### src/hw/rtl/assert_macros.svh
// Assertion macros shared by the RTL files.
`ifndef ASSERT_MACROS_SVH
`define ASSERT_MACROS_SVH
// Implication checked on every rising clock edge outside reset.
`define AST_IMPL(lbl, clk, rst_n, ante, cons, msg) \
    lbl: assert property (@(posedge clk) disable iff (!rst_n) (ante) |-> (cons)) \
        else $error(msg);
// Next-cycle implication.
`define AST_NEXT(lbl, clk, rst_n, ante, cons, msg) \
    lbl: assert property (@(posedge clk) disable iff (!rst_n) (ante) |=> (cons)) \
        else $error(msg);
`endif

### src/hw/rtl/bhpq_pkg.sv
// Shared action and status codes for the heap priority queue.
`default_nettype none
package bhpq_pkg;
    localparam logic [1:0] ACT_ENQ = 2'd0;
    localparam logic [1:0] ACT_DEQ = 2'd1;
    localparam logic [1:0] ACT_LOWER = 2'd2;
    localparam logic [1:0] ACT_CLEAR = 2'd3;

    localparam logic [2:0] ST_OK = 3'd0;
    localparam logic [2:0] ST_EMPTY = 3'd1;
    localparam logic [2:0] ST_NOTFOUND = 3'd2;
    localparam logic [2:0] ST_RAISED = 3'd3;
    localparam logic [2:0] ST_FULL = 3'd4;
endpackage
`default_nettype wire

### src/hw/rtl/binary_heap_priority_queue_unit.sv
// Top level of the binary min-heap priority queue.
// Usage:
//   Input channel: i_valid/o_stall carries one action beat (action, tag,
//   priority_req). Output channel: o_valid/i_stall carries one result beat
//   per action (status, out_tag, head, count).
//   Storage is a chain of CAPACITY cells closed into a ring; while an action
//   runs all cells shift one place per cycle, so every heap index passes the
//   chain tail once per rotation.
//   Each action but full, empty and clear makes one scan rotation, then the sift:
//   - enqueue/lower: one rotation per sift-up swap plus a final compare.
//   - dequeue: one rotation per sift-down swap plus a final compare.
//   Full, empty and clear skip the scan; a priority change that is not
//   found or would raise the priority ends after the scan. At CAPACITY 64
//   a sift makes at most six swaps. o_stall falls in the same cycle that
//   o_valid rises.
//   Reset clears the count and all cell valid bits; the queue is empty.
//   The result is held in an output register; while i_stall holds it a new
//   action may start, but its result waits in the done state (o_stall high).
`default_nettype none
`include "assert_macros.svh"
module binary_heap_priority_queue_unit #(
    parameter int CAPACITY = 64,
    parameter int TAG_BITS = 16,
    parameter int PRIO_BITS = 16
) (
    input  wire logic                 i_clk,
    input  wire logic                 i_rst_n,
    input  wire logic                 i_valid,
    output logic                      o_stall,
    input  wire logic [1:0]           i_action,
    input  wire logic [15:0]          i_tag,
    input  wire logic [15:0]          i_priority_req,
    output logic                      o_valid,
    input  wire logic                 i_stall,
    output logic [2:0]                o_status,
    output logic [15:0]               o_out_tag,
    output logic [15:0]               o_head_tag,
    output logic [15:0]               o_head_priority,
    output logic                      o_head_valid,
    output logic [6:0]                o_count
);
    import bhpq_pkg::*;

    localparam int IW = $clog2(CAPACITY);
    localparam int CW = IW + 1;

    localparam logic [2:0] S_IDLE = 3'd0;
    localparam logic [2:0] S_SCAN = 3'd1;
    localparam logic [2:0] S_UP   = 3'd2;
    localparam logic [2:0] S_DOWN = 3'd3;
    localparam logic [2:0] S_DONE = 3'd4;

    // Chain: cell k feeds cell k+1; cell CAPACITY-1 wraps back to cell 0.
    // The cell at the chain tail always holds heap index r_rot.
    logic [CAPACITY-1:0]  c_valid;
    logic [TAG_BITS-1:0]  c_tag  [CAPACITY];
    logic [PRIO_BITS-1:0] c_prio [CAPACITY];
    logic                 in_valid;
    logic [TAG_BITS-1:0]  in_tag;
    logic [PRIO_BITS-1:0] in_prio;
    logic                 shift;

    genvar g;
    generate
        for (g = 0; g < CAPACITY; g++) begin : g_cell
            logic                 cv;
            logic [TAG_BITS-1:0]  ct;
            logic [PRIO_BITS-1:0] cp;
            if (g == 0) begin : g_first
                assign cv = in_valid;
                assign ct = in_tag;
                assign cp = in_prio;
            end else begin : g_rest
                assign cv = c_valid[g-1];
                assign ct = c_tag[g-1];
                assign cp = c_prio[g-1];
            end
            bhpq_cell #(.TAG_BITS(TAG_BITS), .PRIO_BITS(PRIO_BITS)) u_cell (
                .i_clk  (i_clk),
                .i_rst_n(i_rst_n),
                .i_load (shift),
                .i_valid(cv),
                .i_tag  (ct),
                .i_prio (cp),
                .o_valid(c_valid[g]),
                .o_tag  (c_tag[g]),
                .o_prio (c_prio[g])
            );
        end
    endgenerate

    // Entry leaving the chain tail has heap index r_rot.
    logic                 t_valid;
    logic [TAG_BITS-1:0]  t_tag;
    logic [PRIO_BITS-1:0] t_prio;
    assign t_valid = c_valid[CAPACITY-1];
    assign t_tag   = c_tag[CAPACITY-1];
    assign t_prio  = c_prio[CAPACITY-1];

    logic [2:0]           r_state;
    logic [IW-1:0]        r_rot;      // heap index at the chain tail
    logic [CW-1:0]        r_count;
    logic [1:0]           r_act;
    logic [TAG_BITS-1:0]  r_tag;
    logic [PRIO_BITS-1:0] r_prio;
    logic [IW-1:0]        r_pos;      // node under sift
    logic                 r_found;
    logic [2:0]           r_status;
    logic [TAG_BITS-1:0]  r_removed;
    // Sift working registers gathered during a rotation.
    logic [TAG_BITS-1:0]  r_nt, r_lt, r_rt;
    logic [PRIO_BITS-1:0] r_np, r_lp, r_rp;
    logic                 r_swap;     // pass rewrites slots r_sa and r_sb (may be the same slot)
    logic [IW-1:0]        r_sa, r_sb;
    logic [TAG_BITS-1:0]  r_at, r_bt;
    logic [PRIO_BITS-1:0] r_ap, r_bp;
    logic                 r_ovalid;
    logic [2:0]           r_ostatus;
    logic [15:0]          r_otag, r_htag, r_hprio;
    logic                 r_hvalid;
    logic [6:0]           r_ocount;

    function automatic logic ahead_of(input logic [TAG_BITS-1:0] at,
                                      input logic [PRIO_BITS-1:0] ap,
                                      input logic [TAG_BITS-1:0] bt,
                                      input logic [PRIO_BITS-1:0] bp);
        ahead_of = (ap != bp) ? (ap < bp) : (at < bt);
    endfunction

    logic [IW:0]   w_left, w_right;
    logic [IW-1:0] w_parent;
    assign w_left   = {r_pos, 1'b1};
    assign w_right  = {r_pos, 1'b0} + CW'(2);
    assign w_parent = (r_pos - 1'b1) >> 1;

    logic in_idx_valid;
    assign in_idx_valid = ({1'b0, r_rot} < r_count);
    logic at_end;
    assign at_end = (r_rot == IW'(CAPACITY - 1));

    // Tag match of the scan for a priority change.
    logic w_hit;
    assign w_hit = (r_act == ACT_LOWER) && t_valid && in_idx_valid && !r_found
                   && (t_tag == r_tag);

    // Gathered values, taken straight from the ring when the index is at the tail.
    logic node_hit, aux_hit, right_hit;
    assign node_hit  = (r_rot == r_pos);
    assign aux_hit   = (r_state == S_UP) ? (r_rot == w_parent) : ({1'b0, r_rot} == w_left);
    assign right_hit = ({1'b0, r_rot} == w_right);

    logic [TAG_BITS-1:0]  e_nt, e_lt, e_rt;
    logic [PRIO_BITS-1:0] e_np, e_lp, e_rp;
    assign e_nt = node_hit  ? in_tag  : r_nt;
    assign e_np = node_hit  ? in_prio : r_np;
    assign e_lt = aux_hit   ? in_tag  : r_lt;
    assign e_lp = aux_hit   ? in_prio : r_lp;
    assign e_rt = right_hit ? in_tag  : r_rt;
    assign e_rp = right_hit ? in_prio : r_rp;

    logic w_lv, w_rv;
    assign w_lv = (w_left < r_count);
    assign w_rv = (w_right < r_count);

    assign shift = (r_state == S_SCAN) || (r_state == S_UP) || (r_state == S_DOWN);

    // Value written back into the chain head this cycle.
    always_comb begin
        in_valid = in_idx_valid;
        in_tag   = t_tag;
        in_prio  = t_prio;
        if (r_state == S_SCAN) begin
            if (w_hit && r_prio <= t_prio) begin
                in_prio = r_prio;
            end
        end else if (r_swap) begin
            if (r_rot == r_sa) begin
                in_tag = r_at; in_prio = r_ap;
            end else if (r_rot == r_sb) begin
                in_tag = r_bt; in_prio = r_bp;
            end
        end
    end

    logic can_out;
    assign can_out = !r_ovalid || !i_stall;
    assign o_stall = (r_state != S_IDLE);

    always_ff @(posedge i_clk) begin
        if (!i_rst_n) begin
            r_state  <= S_IDLE;
            r_count  <= '0;
            r_rot    <= '0;
            r_ovalid <= 1'b0;
        end else begin
            if (r_state == S_DONE && can_out) r_ovalid <= 1'b1;
            else if (!i_stall) r_ovalid <= 1'b0;
            if (shift) r_rot <= at_end ? '0 : r_rot + 1'b1;
            unique case (r_state)
                S_IDLE: begin
                    if (i_valid) begin
                        r_act     <= i_action;
                        r_tag     <= TAG_BITS'(i_tag);
                        r_prio    <= PRIO_BITS'(i_priority_req);
                        r_found   <= 1'b0;
                        r_removed <= '0;
                        r_status  <= ST_OK;
                        r_swap    <= 1'b0;
                        unique case (i_action)
                            ACT_ENQ: begin
                                if (r_count >= CW'(CAPACITY)) begin
                                    r_status <= ST_FULL;
                                    r_state  <= S_DONE;
                                end else begin
                                    r_state <= S_SCAN;
                                end
                            end
                            ACT_DEQ: begin
                                if (r_count == '0) begin
                                    r_status <= ST_EMPTY;
                                    r_state  <= S_DONE;
                                end else begin
                                    r_state <= S_SCAN;
                                end
                            end
                            ACT_LOWER: begin
                                r_status <= ST_NOTFOUND;
                                r_state  <= S_SCAN;
                            end
                            default: begin
                                r_count <= '0;
                                r_state <= S_DONE;
                            end
                        endcase
                    end
                end
                S_SCAN: begin
                    // One rotation: find target / fetch head and last entry.
                    unique case (r_act)
                        ACT_ENQ: begin
                            if ({1'b0, r_rot} == r_count) begin
                                r_sa <= r_rot; r_at <= r_tag; r_ap <= r_prio;
                                r_sb <= r_rot; r_bt <= r_tag; r_bp <= r_prio;
                                r_pos <= r_rot;
                            end
                        end
                        ACT_DEQ: begin
                            if (r_rot == '0) r_removed <= t_tag;
                            if ({1'b0, r_rot} == r_count - 1'b1) begin
                                r_at <= t_tag; r_ap <= t_prio;
                                r_bt <= t_tag; r_bp <= t_prio;
                            end
                            r_sa <= '0; r_sb <= '0; r_pos <= '0;
                        end
                        default: begin
                            if (w_hit) begin
                                r_found <= 1'b1;
                                r_pos   <= r_rot;
                                if (r_prio > t_prio) begin
                                    r_status <= ST_RAISED;
                                end else begin
                                    r_status <= ST_OK;
                                end
                            end
                        end
                    endcase
                    if (at_end) begin
                        priority if (r_act == ACT_ENQ) begin
                            r_swap  <= 1'b1;
                            r_count <= r_count + 1'b1;
                            r_state <= S_UP;
                        end else if (r_act == ACT_DEQ) begin
                            r_swap  <= 1'b1;
                            r_count <= r_count - 1'b1;
                            r_state <= S_DOWN;
                        end else if ((r_found && r_status == ST_OK)
                                     || (w_hit && r_prio <= t_prio)) begin
                            r_state <= S_UP;
                        end else begin
                            r_state <= S_DONE;
                        end
                    end
                end
                S_UP: begin
                    // Apply the pending swap and gather node and parent.
                    if (node_hit) begin
                        r_nt <= in_tag; r_np <= in_prio;
                    end
                    if (aux_hit) begin
                        r_lt <= in_tag; r_lp <= in_prio;
                    end
                    if (at_end) begin
                        if (r_pos != '0 && ahead_of(e_nt, e_np, e_lt, e_lp)) begin
                            r_swap <= 1'b1;
                            r_sa <= r_pos; r_at <= e_lt; r_ap <= e_lp;
                            r_sb <= w_parent; r_bt <= e_nt; r_bp <= e_np;
                            r_pos <= w_parent;
                        end else begin
                            r_swap  <= 1'b0;
                            r_state <= S_DONE;
                        end
                    end
                end
                S_DOWN: begin
                    // Apply the pending swap and gather node and both children.
                    if (node_hit) begin
                        r_nt <= in_tag; r_np <= in_prio;
                    end
                    if (aux_hit) begin
                        r_lt <= in_tag; r_lp <= in_prio;
                    end
                    if (right_hit) begin
                        r_rt <= in_tag; r_rp <= in_prio;
                    end
                    if (at_end) begin
                        priority if (w_rv && ahead_of(e_rt, e_rp, e_lt, e_lp)
                                     && ahead_of(e_rt, e_rp, e_nt, e_np)) begin
                            r_swap <= 1'b1;
                            r_sa <= r_pos; r_at <= e_rt; r_ap <= e_rp;
                            r_sb <= IW'(w_right); r_bt <= e_nt; r_bp <= e_np;
                            r_pos <= IW'(w_right);
                        end else if (w_lv && ahead_of(e_lt, e_lp, e_nt, e_np)) begin
                            r_swap <= 1'b1;
                            r_sa <= r_pos; r_at <= e_lt; r_ap <= e_lp;
                            r_sb <= IW'(w_left); r_bt <= e_nt; r_bp <= e_np;
                            r_pos <= IW'(w_left);
                        end else begin
                            r_swap  <= 1'b0;
                            r_state <= S_DONE;
                        end
                    end
                end
                S_DONE: begin
                    // The ring is stopped: r_rot is at 0, tail shows the root.
                    if (can_out) begin
                        r_ostatus <= r_status;
                        r_otag    <= (r_act == ACT_DEQ && r_status == ST_OK)
                                     ? 16'(r_removed) : 16'd0;
                        r_hvalid  <= (r_count != '0);
                        r_htag    <= (r_count != '0) ? 16'(t_tag) : 16'd0;
                        r_hprio   <= (r_count != '0) ? 16'(t_prio) : 16'd0;
                        r_ocount  <= 7'(r_count);
                        r_state   <= S_IDLE;
                    end
                end
                default: r_state <= S_IDLE;
            endcase
        end
    end

    assign o_valid         = r_ovalid;
    assign o_status        = r_ostatus;
    assign o_out_tag       = r_otag;
    assign o_head_tag      = r_htag;
    assign o_head_priority = r_hprio;
    assign o_head_valid    = r_hvalid;
    assign o_count         = r_ocount;

    `AST_IMPL(a_count_range, i_clk, i_rst_n, 1'b1, r_count <= CW'(CAPACITY), "count overflow")
    `AST_IMPL(a_rot_idle, i_clk, i_rst_n, r_state == S_IDLE, r_rot == '0, "ring misaligned")
    `AST_NEXT(a_hold, i_clk, i_rst_n, r_ovalid && i_stall, r_ovalid && $stable(r_ostatus),
              "result dropped")
endmodule
`default_nettype wire

### src/hw/rtl/bhpq_cell.sv
// One heap slot: holds an entry and a valid bit, shifts toward the tail.
`default_nettype none
module bhpq_cell #(
    parameter int TAG_BITS = 16,
    parameter int PRIO_BITS = 16
) (
    input  wire logic                 i_clk,
    input  wire logic                 i_rst_n,
    input  wire logic                 i_load,
    input  wire logic                 i_valid,
    input  wire logic [TAG_BITS-1:0]  i_tag,
    input  wire logic [PRIO_BITS-1:0] i_prio,
    output logic                      o_valid,
    output logic [TAG_BITS-1:0]       o_tag,
    output logic [PRIO_BITS-1:0]      o_prio
);
    logic                 r_valid;
    logic [TAG_BITS-1:0]  r_tag;
    logic [PRIO_BITS-1:0] r_prio;

    always_ff @(posedge i_clk) begin
        if (!i_rst_n) begin
            r_valid <= 1'b0;
        end else if (i_load) begin
            r_valid <= i_valid;
        end
    end

    always_ff @(posedge i_clk) begin
        if (i_load) begin
            r_tag  <= i_tag;
            r_prio <= i_prio;
        end
    end

    assign o_valid = r_valid;
    assign o_tag   = r_tag;
    assign o_prio  = r_prio;
endmodule
`default_nettype wire
### config.mk
export PLATFORM = sky130hd
export DESIGN_NAME = binary_heap_priority_queue_unit
export DESIGN_NICKNAME = d
export VERILOG_FILES = /design/src/hw/rtl/bhpq_pkg.sv /design/src/hw/rtl/binary_heap_priority_queue_unit.sv /design/src/hw/rtl/bhpq_cell.sv
export VERILOG_INCLUDE_DIRS = /design/src /design/src/hw/rtl
export SDC_FILE = /design/constraint.sdc
export NUM_CORES = 2
export LEC_CHECK = 0
export BUFFER_PORTS_ARGS = -buffer_cell sky130_fd_sc_hd__buf_2
export CORE_MARGIN = 2
export CORE_UTILIZATION = 62
export CTS_CLUSTER_DIAMETER = 150
export DETAILED_ROUTE_END_ITERATION = 10
export HOLD_SLACK_MARGIN = 0.1
export PLACE_DENSITY = 0.78
export SYNTH_ARGS = -nofsm -noshare
export SYNTH_HDL_FRONTEND = slang
export SYNTH_SLANG_ARGS = --single-unit
### constraint.sdc
create_clock -name i_clk -period 85.3 [get_ports i_clk]
set_input_delay 8.53 -clock i_clk [delete_from_list [all_inputs] [get_ports i_clk]]
set_output_delay 8.53 -clock i_clk [all_outputs]
set_load 0.05 [all_outputs]
==> flow_metrics.env <==
export IMPL_status="completed"
export IMPL_irDropWorstVdd_mv=0.03477
export IMPL_clkSinkCount=2421
export IMPL_fin_area_um2=91630
export IMPL_place_congestion=0.8660
export IMPL_path_max_fanout=17
export IMPL_avgViaCountPerCell=5.894
export IMPL_leakage_nw=29.06
export IMPL_grt_max_degree=224
export IMPL_drcViolationCount=0
export IMPL_hold_violations=0
export IMPL_final_max_slew_viol_count=0
export IMPL_antenna_found_initial=8
export IMPL_finalWirelength_um=152400
export IMPL_first_pass_iters=8
export IMPL_ctsResizeCount=0
export IMPL_hold_class="flip-flop to flip-flop"
export IMPL_die_area_um2=135200
export IMPL_async_flop_share_pct=0
export IMPL_cap_violations=0
export IMPL_placed_area_um2=84720
export IMPL_rsz0062_at_grt="no"
export IMPL_detailedRoute_firstIterationViolations=4749
export IMPL_synth_net_count=4249
export IMPL_crit_path_start_kind="flip-flop"
export IMPL_avgRoutedWirePerCell_um=24.33
export IMPL_holdPathStages=0
export IMPL_hp_start="g_cell[26].u_cell.o_prio[8]$_DFFE_PN_"
export IMPL_grt_pass1_wl_um=228300
export IMPL_required_ns=76.77
export IMPL_cp_slowest_cell="dfxtp_1"
export IMPL_rr_endpoint="r_sb[2]$_DFFE_PP_"
export IMPL_clock_skew_ns=0.03570
export IMPL_cts_hold_buf=0
export IMPL_cts_setup_buffers=0
export IMPL_die_h_um=367.7
export IMPL_port_buffers=98
export IMPL_fin_cells=6261
export IMPL_place_ws_ns=74.71
export IMPL_critPathTopFamily="flip-flops"
export IMPL_start_util_pct=62.39
export IMPL_endpoint_kind="output port"
export IMPL_syn_instance_count=4077
export IMPL_detail_route_antenna_nets=0
export IMPL_syn_area_per_cell_um2=20.12
export IMPL_layout_setup_ws_ns=74.38
export IMPL_p_per_area_nw_per_um2=34.35
export IMPL_worstMarginPinSlew_ns=1.336
export IMPL_synth_simple_area_share_pct=3.928
export IMPL_crit_type="flip-flop to output port"
export IMPL_synth_cell_area_um2=82010
export IMPL_syn_to_final_growth_pct=11.73
export IMPL_setup_viol=0
export IMPL_yosysTopAreaCellShare_pct=85.68
export IMPL_min_to="g_cell[27].u_cell.o_prio[8]$_DFFE_PN_"
export IMPL_first_global_vias=36822
export IMPL_clk_path_buf_depth=3
export IMPL_io_pins=99
export IMPL_yosysSeqAreaShare_pct=87.65
export IMPL_synth_top_flop_cell="edfxtp_1"
export IMPL_overflow=0
export IMPL_critical_path_buf_inv_count=1
export IMPL_synth_fa_ha_area_share_pct=2.057
export IMPL_grt_util_all_layers_pct=22.59
export IMPL_clockRootBuffer="clkbuf_16"
export IMPL_r2r_cells=21
export IMPL_utilization_pct=69.70
export IMPL_synth_edf_count=2340
export IMPL_htreeDepth=4
export IMPL_synth_top_family_by_area="compound AO/OA/AOI/OAI gates"
export IMPL_tritoncts="done"
export IMPL_synth_xor_area_share_pct=0.7506
export IMPL_critPathMaxStageDelay_ns=0.82
export IMPL_rrSetupSlack_ns=76.12
export IMPL_final_cell_mix="edfxtp_1, nand2_1, clkbuf_16, a21oi_1, ha_1"
export IMPL_placed_cells=5861
export IMPL_min_period_over_period_pct=12.80
export IMPL_synth_compound_area_share_pct=3.954
export IMPL_layout_nets=4495
export IMPL_power_total_mw=3.148
export IMPL_core_area_um2=131500
export IMPL_synthMuxAreaShare_pct=0.5202
export IMPL_arrival_ns=2.39
export IMPL_tns_ns=0
export IMPL_cts_buffers=215
export IMPL_path_cells="nor2_1, nand2_1, buf_2"
export IMPL_r2r_start="g_cell[63].u_cell.o_prio[13]$_DFFE_PN_"
export IMPL_holdWs_ns=0.3996
export IMPL_drive_gt1_share_pct=11.64
export IMPL_rows=133
export IMPL_fp_dieW_um=367.7
export IMPL_yosysWarnings=0
export IMPL_clk_latency_ns=0.85
export IMPL_vias=36900
export IMPL_synth_seq_cells=2421
export IMPL_synth_distinct_cells=83
export IMPL_layout_min_cycle_time_ns=10.92
export IMPL_layout_commonest_cell="edfxtp_1"
export IMPL_ys_top_cells_by_area="edfxtp_1, ha_1, dfxtp_1"
export IMPL_path_clk_slew_ns=0.07
export IMPL_fmax_mhz=91.60
export IMPL_slew_headroom_pct=10.91
export IMPL_hpwl_um=75260
export IMPL_yosysTopAreaCell="edfxtp_1"
-- cells in the mapped netlist, types with 31 or more instances --
cell type  count
a21o_1        31
a21oi_1      179
and2_1        36
and3_1        55
clkbuf_1      91
dfxtp_1       81
edfxtp_1    2340
ha_1         134
inv_1        118
nand2_1      338
nand4_1       31
nor2_1       106
nor3_1        53
o21ai_0       76
xnor2_1       37
-- logic make-up (layout without fill, tap and decap cells) --
logic type,count (synthesis),after routing
XOR/XNOR,67,67
AND/OR/NAND/NOR,699,699
adder cells (fa/ha/maj),135,135
flip-flops,2421,2421
AO/OA/AOI/OAI,479,479
buffers and inverters,236,660
other,0,5
multiplexers,40,40
-- worst reg2reg max path: cells and delay by family, from the launching register on --
family	cells	cell delay, ns
AO/OA/AOI/OAI	7	3.94
adder cells (fa/ha/maj)	2	0.63
buffers and inverters	3	0.43
flip-flops	1	0.42
multiplexers	1	0.28
AND/OR/NAND/NOR	8	3.08
-- worst max-delay path by stage --
stage	startpoint	end	slack (ns)	cells past startpoint
final	r_state[0]$_SDFFE_PN0P_	o_stall	74.38	3
after global routing	r_state[0]$_SDFFE_PN0P_	o_stall	74.30	3
after CTS	r_state[0]$_SDFFE_PN0P_	o_stall	74.35	3
after detailed placement	i_rst_n	r_np[10]$_DFFE_PP_	74.71	5
after global placement	i_rst_n	r_np[10]$_DFFE_PP_	74.74	5
after floorplan	r_state[0]$_SDFFE_PN0P_	g_cell[0].u_cell.o_prio[0]$_DFFE_PN_	25.72	5
-- layer usage --
| layer | track usage [%] | up-vias | share of wire, % |
|---|---|---|---|
| li1 | - | 16308 | - |
| met1 | 32.75 | 18591 | 42 |
| met2 | 35.34 | 1624 | 47 |
| met3 | 4.389 | 375 | 7.2 |
| met4 | 7.229 | 2 | 3.2 |
| met5 | 0 | - | 0.013 |
-- where the power goes --
group / switching, mW / internal (mW) / leakage, nW
sequential: 0.0991 / 1.74 / 20.7
clock: 0.436 / 0.523 / 3.34
combinational: 0.296 / 0.0549 / 5.07
-- final cells by class --
type	count	area, µm²
clock inverter	141	1349
antenna	5	12.51
clock buffer	254	5558
timing repair buffer	144	898.4
fill	7677	39830
tap	1755	2196
sequential	2421	71890
inverter	121	461.7
multi-input combinational	1420	9270
Note: power is estimated with default switching activity, not from simulation.
